===== src/sv/ffa_pkg.sv =====
`timescale 1ns / 1ps
// Shared types and constants for the first-fit free-list allocator.
// No dependencies; every other file imports this package.
package ffa_pkg;

    localparam int ADDR_W = 32;
    localparam int SIZE_W = 24;
    localparam int HEAP_W = 25;
    localparam int BRK_W  = 25;
    localparam int SUM_W  = 27;
    localparam int CFG_IDX_W = 1;

    localparam int FREE_ENTRIES_DEF    = 16;
    localparam int MIN_BLOCK_BYTES_DEF = 16;
    localparam int HEADER_BYTES_DEF    = 4;
    localparam int SENTINEL_BYTES_DEF  = 20;

    localparam logic [HEAP_W-1:0] HEAP_BYTES_RESET = HEAP_W'(65536);

    typedef enum logic [CFG_IDX_W-1:0] {
        REG_HEAP_BASE  = 1'b0,
        REG_HEAP_BYTES = 1'b1
    } cfg_reg_t;

    typedef enum logic [0:0] {
        KIND_ALLOC = 1'b0,
        KIND_FREE  = 1'b1
    } kind_t;

    typedef enum logic [1:0] {
        STATUS_OK         = 2'd0,
        STATUS_NO_SPACE   = 2'd1,
        STATUS_TABLE_FULL = 2'd2
    } status_t;

    typedef struct packed {
        kind_t             kind;
        logic [SIZE_W-1:0] request_size;
        logic [ADDR_W-1:0] block_address;
        logic [SIZE_W-1:0] block_size;
    } req_t;

    typedef struct packed {
        logic [ADDR_W-1:0] address;
        status_t           status;
    } rsp_t;

    typedef struct packed {
        logic [ADDR_W-1:0] addr;
        logic [SIZE_W-1:0] size;
    } entry_t;

    typedef struct packed {
        logic              fits;
        logic [ADDR_W-1:0] address;
    } carve_t;

    typedef enum logic [2:0] {
        ST_IDLE,
        ST_SEARCH,
        ST_MOVE,
        ST_CARVE,
        ST_DONE
    } state_t;

endpackage


===== src/sv/first_fit_free_list_allocator.sv =====
`timescale 1ns / 1ps
// First-fit free-list allocator: each allocate or free request gets one result
// carrying a user address and a status. Freed blocks sit in a table of
// FREE_ENTRIES entries held in a single-port-read, single-port-write memory,
// most recently freed first; blocks are never merged. A free goes straight to
// ST_DONE, which loads the result and raises m_valid once the output register
// is free. An allocate walks the table one entry per cycle from the most recent
// free; on a hit every younger entry is moved down one place, one entry per
// cycle, then ST_DONE loads the result. A miss runs the search, then ST_CARVE
// carves a block at the break and ST_DONE loads the result; a zero-size request
// or an empty table skips the search. A new request is taken the cycle after
// the previous result is loaded, even if that result still waits on m_ready.
// The table needs no clearing after reset.
// Depends on ffa_pkg, ffa_table and ffa_break.
module first_fit_free_list_allocator #(
    parameter int FREE_ENTRIES    = ffa_pkg::FREE_ENTRIES_DEF,
    parameter int MIN_BLOCK_BYTES = ffa_pkg::MIN_BLOCK_BYTES_DEF,
    parameter int HEADER_BYTES    = ffa_pkg::HEADER_BYTES_DEF,
    parameter int SENTINEL_BYTES  = ffa_pkg::SENTINEL_BYTES_DEF
) (
    input  logic                            aclk,
    input  logic                            aresetn,
    input  logic                            cfg_we,
    input  logic [ffa_pkg::CFG_IDX_W-1:0]   cfg_index,
    input  logic [ffa_pkg::ADDR_W-1:0]      cfg_data,
    input  logic                            s_valid,
    output logic                            s_ready,
    input  ffa_pkg::req_t                   s_data,
    output logic                            m_valid,
    input  logic                            m_ready,
    output ffa_pkg::rsp_t                   m_data
);
    import ffa_pkg::*;

    localparam int IDX_W = (FREE_ENTRIES > 1) ? $clog2(FREE_ENTRIES) : 1;
    localparam int CNT_W = $clog2(FREE_ENTRIES + 1);

    state_t state_reg, state_next;

    logic [ADDR_W-1:0] heap_base_reg;
    logic [HEAP_W-1:0] heap_bytes_reg;

    req_t              req_reg;
    rsp_t              rsp_reg, rsp_next;
    rsp_t              m_data_reg;
    logic              m_valid_reg;
    logic [CNT_W-1:0]  count_reg, count_next;
    logic [IDX_W-1:0]  ptr_reg, ptr_next;

    logic              s_fire;
    logic              out_free;
    logic              count_full;
    logic [IDX_W-1:0]  count_last;
    logic              ptr_at_last;
    logic              ptr_at_zero;
    logic              hit;

    logic              wr_en;
    logic [IDX_W-1:0]  wr_addr;
    entry_t            wr_entry;
    logic [IDX_W-1:0]  rd_addr;
    entry_t            rd_entry;

    logic              carve_commit;
    carve_t            carve;

    ffa_table #(
        .DEPTH (FREE_ENTRIES),
        .IDX_W (IDX_W)
    ) u_table (
        .aclk     (aclk),
        .wr_en    (wr_en),
        .wr_addr  (wr_addr),
        .wr_entry (wr_entry),
        .rd_addr  (rd_addr),
        .rd_entry (rd_entry)
    );

    ffa_break #(
        .MIN_BLOCK_BYTES (MIN_BLOCK_BYTES),
        .HEADER_BYTES    (HEADER_BYTES),
        .SENTINEL_BYTES  (SENTINEL_BYTES)
    ) u_break (
        .aclk         (aclk),
        .aresetn      (aresetn),
        .heap_base    (heap_base_reg),
        .heap_bytes   (heap_bytes_reg),
        .request_size (req_reg.request_size),
        .commit       (carve_commit),
        .carve        (carve)
    );

    // Hold off transfers while reset is asserted
    assign s_ready     = (state_reg == ST_IDLE) && aresetn;
    assign s_fire      = s_valid && s_ready;
    assign out_free    = !m_valid_reg || m_ready;
    assign count_full  = (count_reg == CNT_W'(FREE_ENTRIES));
    assign count_last  = IDX_W'(count_reg - CNT_W'(1));
    assign ptr_at_last = (ptr_reg == count_last);
    assign ptr_at_zero = (ptr_reg == '0);
    assign hit         = (rd_entry.size >= req_reg.request_size);

    assign m_valid = m_valid_reg;
    assign m_data  = m_data_reg;

    // Configuration registers
    always_ff @(posedge aclk) begin
        if (!aresetn) begin
            heap_base_reg  <= '0;
            heap_bytes_reg <= HEAP_BYTES_RESET;
        end else if (cfg_we) begin
            unique case (cfg_reg_t'(cfg_index))
                REG_HEAP_BASE:  heap_base_reg  <= cfg_data;
                REG_HEAP_BYTES: heap_bytes_reg <= cfg_data[HEAP_W-1:0];
                default: ;
            endcase
        end
    end

    // Next state
    always_comb begin
        state_next = state_reg;
        unique case (state_reg)
            ST_IDLE: begin
                if (s_fire) begin
                    if (s_data.kind == KIND_FREE) begin
                        state_next = ST_DONE;
                    end else if (s_data.request_size == '0 || count_reg == '0) begin
                        state_next = ST_CARVE;
                    end else begin
                        state_next = ST_SEARCH;
                    end
                end
            end
            ST_SEARCH: begin
                priority if (hit && ptr_at_last) begin
                    state_next = ST_DONE;
                end else if (hit) begin
                    state_next = ST_MOVE;
                end else if (ptr_at_zero) begin
                    state_next = ST_CARVE;
                end
            end
            ST_MOVE: begin
                if (ptr_at_last) begin
                    state_next = ST_DONE;
                end
            end
            ST_CARVE: state_next = ST_DONE;
            ST_DONE: begin
                if (out_free) begin
                    state_next = ST_IDLE;
                end
            end
            default: state_next = ST_IDLE;
        endcase
    end

    // Datapath and table access; the table is stored oldest at index 0
    always_comb begin
        count_next   = count_reg;
        ptr_next     = ptr_reg;
        rsp_next     = rsp_reg;
        rd_addr      = ptr_reg;
        wr_en        = 1'b0;
        wr_addr      = ptr_reg - IDX_W'(1);
        wr_entry     = rd_entry;
        carve_commit = 1'b0;
        unique case (state_reg)
            ST_IDLE: begin
                rd_addr = count_last;
                if (s_fire) begin
                    rsp_next.address = '0;
                    rsp_next.status  = STATUS_OK;
                    ptr_next         = count_last;
                    if (s_data.kind == KIND_FREE) begin
                        if (count_full) begin
                            rsp_next.status = STATUS_TABLE_FULL;
                        end else begin
                            wr_en         = 1'b1;
                            wr_addr       = count_reg[IDX_W-1:0];
                            wr_entry.addr = s_data.block_address;
                            wr_entry.size = s_data.block_size;
                            count_next    = count_reg + CNT_W'(1);
                        end
                    end
                end
            end
            ST_SEARCH: begin
                if (hit) begin
                    rsp_next.address = rd_entry.addr;
                    if (ptr_at_last) begin
                        count_next = count_reg - CNT_W'(1);
                    end else begin
                        ptr_next = ptr_reg + IDX_W'(1);
                        rd_addr  = ptr_reg + IDX_W'(1);
                    end
                end else if (!ptr_at_zero) begin
                    ptr_next = ptr_reg - IDX_W'(1);
                    rd_addr  = ptr_reg - IDX_W'(1);
                end
            end
            ST_MOVE: begin
                // Close the gap: entry at ptr drops one place
                wr_en = 1'b1;
                if (ptr_at_last) begin
                    count_next = count_reg - CNT_W'(1);
                end else begin
                    ptr_next = ptr_reg + IDX_W'(1);
                    rd_addr  = ptr_reg + IDX_W'(1);
                end
            end
            ST_CARVE: begin
                carve_commit = carve.fits;
                if (carve.fits) begin
                    rsp_next.address = carve.address;
                    rsp_next.status  = STATUS_OK;
                end else begin
                    rsp_next.address = '0;
                    rsp_next.status  = STATUS_NO_SPACE;
                end
            end
            ST_DONE: ;
            default: ;
        endcase
    end

    always_ff @(posedge aclk) begin
        if (!aresetn) begin
            state_reg   <= ST_IDLE;
            count_reg   <= '0;
            m_valid_reg <= 1'b0;
        end else begin
            state_reg <= state_next;
            count_reg <= count_next;
            if (state_reg == ST_DONE && out_free) begin
                m_valid_reg <= 1'b1;
            end else if (m_ready) begin
                m_valid_reg <= 1'b0;
            end
        end
    end

    always_ff @(posedge aclk) begin
        ptr_reg <= ptr_next;
        rsp_reg <= rsp_next;
        if (s_fire) begin
            req_reg <= s_data;
        end
        if (state_reg == ST_DONE && out_free) begin
            m_data_reg <= rsp_reg;
        end
    end

    assert property (@(posedge aclk) disable iff (!aresetn)
        count_reg <= CNT_W'(FREE_ENTRIES))
        else $error("free table count past its depth");

    assert property (@(posedge aclk) disable iff (!aresetn)
        (state_reg == ST_SEARCH || state_reg == ST_MOVE) |-> (ptr_reg <= count_last))
        else $error("table pointer beyond the valid entries");

    assert property (@(posedge aclk) disable iff (!aresetn)
        (m_valid_reg && m_data_reg.status != STATUS_OK) |-> (m_data_reg.address == '0))
        else $error("failed request carries a non-zero address");

    assert property (@(posedge aclk) disable iff (!aresetn)
        (s_fire && s_data.kind == KIND_FREE && !count_full)
        |=> (count_reg == $past(count_reg) + CNT_W'(1)))
        else $error("free did not grow the table");

    assert property (@(posedge aclk) disable iff (!aresetn)
        (state_reg == ST_MOVE) |-> (count_reg != '0))
        else $error("entry move with an empty table");

endmodule


===== src/sv/ffa_table.sv =====
`timescale 1ns / 1ps
// Free table storage: one write port, one read port with registered data.
// Depends on ffa_pkg for the entry type.
module ffa_table #(
    parameter int DEPTH = ffa_pkg::FREE_ENTRIES_DEF,
    parameter int IDX_W = (DEPTH > 1) ? $clog2(DEPTH) : 1
) (
    input  logic                 aclk,
    input  logic                 wr_en,
    input  logic [IDX_W-1:0]     wr_addr,
    input  ffa_pkg::entry_t      wr_entry,
    input  logic [IDX_W-1:0]     rd_addr,
    output ffa_pkg::entry_t      rd_entry
);
    import ffa_pkg::*;

    entry_t mem [DEPTH];
    entry_t rd_entry_reg;

    always_ff @(posedge aclk) begin
        if (wr_en) begin
            mem[wr_addr] <= wr_entry;
        end
        rd_entry_reg <= mem[rd_addr];
    end

    assign rd_entry = rd_entry_reg;

endmodule


===== src/sv/ffa_break.sv =====
`timescale 1ns / 1ps
// Break offset register and the carve check for allocations that miss the table.
// Depends on ffa_pkg for widths and the carve result type.
module ffa_break #(
    parameter int MIN_BLOCK_BYTES = ffa_pkg::MIN_BLOCK_BYTES_DEF,
    parameter int HEADER_BYTES    = ffa_pkg::HEADER_BYTES_DEF,
    parameter int SENTINEL_BYTES  = ffa_pkg::SENTINEL_BYTES_DEF
) (
    input  logic                          aclk,
    input  logic                          aresetn,
    input  logic [ffa_pkg::ADDR_W-1:0]    heap_base,
    input  logic [ffa_pkg::HEAP_W-1:0]    heap_bytes,
    input  logic [ffa_pkg::SIZE_W-1:0]    request_size,
    input  logic                          commit,
    output ffa_pkg::carve_t               carve
);
    import ffa_pkg::*;

    logic [BRK_W-1:0]  break_reg;
    logic [SIZE_W-1:0] payload;
    logic [SUM_W-1:0]  next_off;

    // Small requests still get a minimum payload
    assign payload  = (request_size < SIZE_W'(MIN_BLOCK_BYTES))
                      ? SIZE_W'(MIN_BLOCK_BYTES) : request_size;
    assign next_off = SUM_W'(break_reg) + SUM_W'(HEADER_BYTES) + SUM_W'(payload);

    assign carve.fits    = (next_off <= SUM_W'(heap_bytes));
    assign carve.address = heap_base + ADDR_W'(break_reg) + ADDR_W'(HEADER_BYTES);

    always_ff @(posedge aclk) begin
        if (!aresetn) begin
            break_reg <= BRK_W'(SENTINEL_BYTES);
        end else if (commit) begin
            break_reg <= next_off[BRK_W-1:0];
        end
    end

endmodule


===== config.mk =====
export PLATFORM = sky130hd
export DESIGN_NAME = first_fit_free_list_allocator
export DESIGN_NICKNAME = d
export VERILOG_FILES = /design/src/sv/ffa_pkg.sv /design/src/sv/first_fit_free_list_allocator.sv /design/src/sv/ffa_table.sv /design/src/sv/ffa_break.sv
export SDC_FILE = /design/constraint.sdc
export NUM_CORES = 2
export LEC_CHECK = 0
export ABC_AREA = 1
export BUFFER_PORTS_ARGS = -buffer_cell sky130_fd_sc_hd__buf_2
export CELL_PAD_IN_SITES_DETAIL_PLACEMENT = 0
export CELL_PAD_IN_SITES_GLOBAL_PLACEMENT = 1
export CORE_UTILIZATION = 51
export CTS_BUF_LIST = sky130_fd_sc_hd__clkbuf_8
export DETAILED_ROUTE_END_ITERATION = 12
export PLACE_DENSITY_LB_ADDON = 0.1
export SLEW_MARGIN = 0
export SYNTH_ARGS = -nofsm -noshare
export SYNTH_HDL_FRONTEND = slang
export SYNTH_HIERARCHICAL = 1
export SYNTH_SLANG_ARGS = --single-unit

===== constraint.sdc =====
create_clock -name aclk -period 6.05 [get_ports aclk]
set_clock_uncertainty 0.2 [all_clocks]
set_input_delay 1.21 -clock aclk [delete_from_list [all_inputs] [get_ports aclk]]
set_output_delay 1.21 -clock aclk [all_outputs]
set_load 0.02 [all_outputs]

### Word-level counts from Yosys, hierarchy flattened

Memory sizes are Yosys's and may differ from the RTL's. A register that Yosys moved wholly into a read port is not among the register bits.
Cells that the tools add are included.

* muxes and demuxes: 46
* reduce and logical (&&, ||, !) cells: 22
* add/sub/neg operators: 8
* order comparisons: 3
* div/mod/pow operators: 0
* bitwise gates (word level): 1
* equality and inequality tests: 13
* multipliers: 0
* shifts and indexed selects: 0

Operator list (count)
* 56-bit two-way mux: 4
* 32-bit one-hot mux with 3 select lines: 1
* 34-bit two-way mux: 2
* 32-bit by 25-bit adder with 32-bit output: 1
* 32-bit by 3-bit adder with 32-bit output, second input constant: 1
* 32-bit two-way mux: 1
* 4-bit two-way mux: 8
* 27-bit by 24-bit adder with 27-bit output: 1
* 27-bit by 25-bit less-or-equal comparator with 1-bit output: 1
* 25-bit by 3-bit adder with 26-bit output, second input constant: 1
* 5-bit two-way mux: 5
* 24-bit greater-or-equal comparator: 1
* 24-bit zero test: 1
* 24-bit by 5-bit less-than comparator with 1-bit output, second input constant: 1
* 24-bit two-way mux: 1
* 4-bit one-hot mux with 3 select lines: 2
* 3-bit two-way mux: 7
* 3-bit one-hot mux with 5 select lines: 1
* 5-bit one-hot mux with 3 select lines: 1
* 2-bit inequality test, second input constant: 6
* 1-bit two-way mux: 8
* 2-bit AND reduction: 4
* 3-bit by 2-bit == test with 1-bit output, second input constant: 2
* 2-bit two-way mux: 3
* other kinds (23): 29

* input port bits: 119
* register bits: 187
* memory bits (writable): 896
* memories: 1
* bits in read-only memories: 0
* latch bits: 0

Memory list
* u_table.mem: depth 16, width 56, rd ports 1, clocked after Yosys merged registers in 1, wr ports 1, line ffa_table.sv:17 `entry_t mem [DEPTH];`

### Logic depth before layout (Yosys ltp)

* depth in word-level cells: 7
* mapped depth: 36
* depth with buffers taken out: 33

### Cells and area by module

The synthesis kept the hierarchy.

By module, submodules not included
* ffa_table: area each 39679.3 µm², cells each 3688, instances 1
* first_fit_free_list_allocator: area each 7900.1 µm², cells each 893, instances 1
* ffa_break: area each 5479.0 µm², cells each 878, instances 1

### Least setup slack after synthesis

OpenSTA, ideal clock, no wires.

* path kind: in2reg
* start point: input aresetn
* end point: memory u_table/mem[15][0] (netlist name) (enable)
* slack: 0.233 ns
* library setup time: 0.470 ns
* buffers on the path: 2
* data required time: 5.380 ns
* cell stages on the path: 12
* arrival time: 5.147 ns
* path through: inv_1 nor2_4 nand2_2 inv_2 nand2_4 nor2_8 buf_6 buf_6 nand2_1 o21ai_1 nand2_1 nor2_1

RTL lines
* from (decl): line first_fit_free_list_allocator.sv:22 `input logic aresetn,`
* 1-bit logical AND: line first_fit_free_list_allocator.sv:94 `assign s_ready = (state_reg == ST_IDLE) && aresetn;`
* via s_ready: line first_fit_free_list_allocator.sv:27 `output logic s_ready,`
* 1-bit logical AND: line first_fit_free_list_allocator.sv:95 `assign s_fire = s_valid && s_ready;`
* via s_fire: line first_fit_free_list_allocator.sv:50 `logic s_fire;`
* 4-bit two-way mux: line first_fit_free_list_allocator.sv:172 `if (s_fire) begin`
* 4-bit two-way mux: line first_fit_free_list_allocator.sv:169 `unique case (state_reg)`
* via wr_addr[0]: line first_fit_free_list_allocator.sv:59 `logic [IDX_W-1:0] wr_addr;`
* to (decl): line ffa_table.sv:17

The timed path passes the listed nets, and every way through them passes these cells.

==> flow_summary_export.csv <==
group,metric,value,unit
setup_path,cp_num_buf_inv,3,
grt,grt_max_degree,201,
pwr,switching_power,16140,uW
timing,worst_pin_slew,1.181,ns
grt,antenna_found_initial,10,
setup_path,cp_slowest_stage_delay,0.43,ns
timing,relSlewSlack,21.24,%
setup_path,path_class,"flip-flop to flip-flop",
pwr,netSwitchingFraction,46.52,%
clock_network,cts_setup_buffers,0,
setup_path,cp-end-kind,"flip-flop",
setup_path,worstPathMaxFanout,33,
timing,fin_ws,0.6089,ns
setup_path,cp_data_arrival_time,5.91,ns
detailed_routing,dr.max_layer_used,"met4",
setup_path,slowest_stage,"edfxtp_1",
grt,grt_pass1_wl,219100,um
pwr,vdd_ir_drop_max,1058,uV
timing,fin_crit,5.441,ns
pwr,pwr-share-seq,32.3,%
clock_network,clock-sinks,1139,
timing,fmax,183.8,MHz
logic_synthesis,syn_avg_cell_area,9.719,um^2
setup_path,crit_path_start_kind,"flip-flop",
detailed_routing,wirelength_met1,63540,um
clock_network,ctsResizeCount,0,
detailed_routing,met3WireLength,8377,um
hold_path,hp-class,"flip-flop to flip-flop",
setup_path,cp_top_family,"simple AND/OR/NAND/NOR gates",
place,placed_area,0.05504,mm^2
place,pre_cts_ws,0.6000,ns
die,dieArea,0.1053,mm^2
detailed_routing,num_vias,37130,
status,status,"completed",
timing,slew_violations,0,
timing,rsz0062_at_grt,"false",
clock_network,cts_buffer_depth,3,
die,core-area,0.1025,mm^2
logic_synthesis,ys_seq_area_share,61.69,%
clock_network,clk_pin_slew_worst_paths,0.06,ns
cells_and_area,nets,5909,
clock_network,numCtsBuffers,188,
logic_synthesis,synthCells,5459,
die,die_h,324.5,um
detailed_routing,wirelength,146400,um
die,ioPinCount,155,
detailed_routing,firstDrtPassIters,6,
place,io_buffers,154,
flow_run,cap_violations,0,
logic_synthesis,syn-num-nets,5732,
grt,grt_util_all_layers,27.73,%
grt,overflow,0,
logic_synthesis,synth_cell_type_count,56,
clock_network,htreeDepth,4,
detailed_routing,postRouteAntennaNets,0,
clock_network,clock_latency,0.87,ns
die,die_x,324.5,um
place,place_congestion,0.9493,
cells_and_area,mostFrequentLayoutCell,"nand2_1",
timing,setup_violations,0,
cells_and_area,mostFrequentLayoutCells,"nand2_1 (1,548), edfxtp_1 (992), inv_1 (972)",
timing,finalCritPeriodShare,89.93,%
detailed_routing,wl_met2,69830,um
pwr,power_frac_comb,49.7,%
pwr,power_density,593.2,mW/mm^2
pwr,power.total,34700,uW
place,dp_hpwl,86150,um
logic_synthesis,ys_ff_latch,1139,
logic_synthesis,netlist_area,0.05306,mm^2
pwr,intPower,18560,uW
detailed_routing,drt_iter0_markers,3363,
setup_path,cpMostUsedCell,"nand2_1",
pwr,p_leak,0.02604,uW
clock_network,cts-root-buf,"clkbuf_8",
cells_and_area,post-route-util,57.09,%
cells_and_area,largest_reg_flops,896,
die,initial_core_util,51.78,%
detailed_routing,vias_per_cell,5.182,
cells_and_area,syn_to_final_growth,10.26,%
detailed_routing,wl_per_cell,20.43,um
grt,grt_pass1_vias,35220,
cells_and_area,num-fill-cells,9005,
detailed_routing,drc_errors,0,
cells_and_area,drive_gt1_share,9.617,%
pwr,clockPowerShare,18.0,%
die,rows,117,
cells_and_area,final_cell_area,0.05850,mm^2
clock_network,cts_tree,"yes",
timing,hold_viol,0,
logic_synthesis,synth_warnings,6,
clock_network,postCtsHoldBufs,0,
setup_path,required,6.52,ns
timing,fin_setup_tns,0,ns
==> worst register-to-register path, delay by kind of cell (launching register included) <==
kind,cells,cell delay [ns]
AO/OA/AOI/OAI,4,0.55
buffers and inverters,3,0.78
AND/OR/NAND/NOR,21,2.23
flip-flops,1,0.43
adder cells (fa/ha/maj),4,1.08
==> per-stage QoR <==
stage	instances	hold slack, ns
2_1_floorplan	5459	0.2003
3_5_place_dp	6814	0.2045
6_report	7166	0.2178
3_3_place_gp	6814	0.2017
5_1_grt	7161	0.2206
4_1_cts	7160	0.2184
==> cells in the mapped netlist (all sizes together) <==
master	instances	area, um^2
a211oi	2	15.01
a21o	5	37.54
a21oi	87	461.7
a22oi	2	15.01
a31oi	3	18.77
and2	1	6.260
and3	2	12.51
buf	174	1259
clkbuf	72	271.5
dfxtp	147	2943
edfxtp	992	29790
fa	2	40.04
ha	152	1902
inv	904	3401
mux2	23	259.0
nand2	1563	5924
nand3	745	3754
nand3b	3	22.52
nand4	19	118.9
nor2	292	1177
nor3	15	85.08
nor4	7	43.79
o2111ai	1	8.760
o211ai	5	42.54
o21a	5	37.54
o21ai	175	883.4
o21bai	8	63.81
o22ai	3	18.77
or2	2	12.52
xnor2	13	121.4
xor2	35	314.1
==> area by class of cell <==
cell class / count / area [um^2] / share of cell area, %
multi-input combinational: 3170 / 15540 / 26.57
timing repair buffer: 233 / 1627 / 2.780
inverter: 904 / 3425 / 5.854
tap: 1368 / 1712 / 2.926
sequential: 1139 / 32730 / 55.95
clock buffer: 201 / 2766 / 4.729
clock inverter: 145 / 685.7 / 1.172
antenna: 6 / 15.01 / 0.02566
==> kinds of logic (layout without fill, tap and decap cells) <==
| group | Yosys count | in the layout | share of synthesized area (%) |
|---|---|---|---|
| compound gates | 296 | 296 | 3.021 |
| simple gates | 2649 | 2649 | 21.03 |
| fa+ha+maj | 154 | 154 | 3.660 |
| flops | 1139 | 1139 | 61.69 |
| other cells | 0 | 6 | 0 |
| xor+xnor | 48 | 48 | 0.8207 |
| buf+inv | 1150 | 1483 | 9.293 |
| mux | 23 | 23 | 0.4881 |
==> routing by layer <==
layer	up-vias	track usage, %
met5	-	0
met1	17570	38.07
li1	18130	-
met4	0	10.13
met2	1167	45.29
met3	267	3.517
==> power by group through the flow <==
stage | Clock (uW) | Combinational [uW] | Sequential [uW]
after floorplan | 0 | 12600 | 11200
after global placement | 0 | 17200 | 11300
after detailed placement | 0 | 17300 | 11300
after CTS | 6390 | 17400 | 11200
after global routing | 6740 | 19200 | 11300
final | 6250 | 17300 | 11200
==> path summary, 6_finish.rpt <==
| check | startpoint | to | slack, ns | cells past startpoint |
|---|---|---|---|---|
| worst max-delay path | req_reg[71] | rsp_reg[16] | 0.61 | 32 |
| worst min-delay path | rsp_reg[6] | m_data[6] | 0.22 | 0 |
| worst max register to register | req_reg[71] | rsp_reg[16] | 0.61 | 32 |
| worst min register to register | rsp_reg[6] | m_data[6] | 0.22 | 0 |
Power figures use the tool's default switching activity.
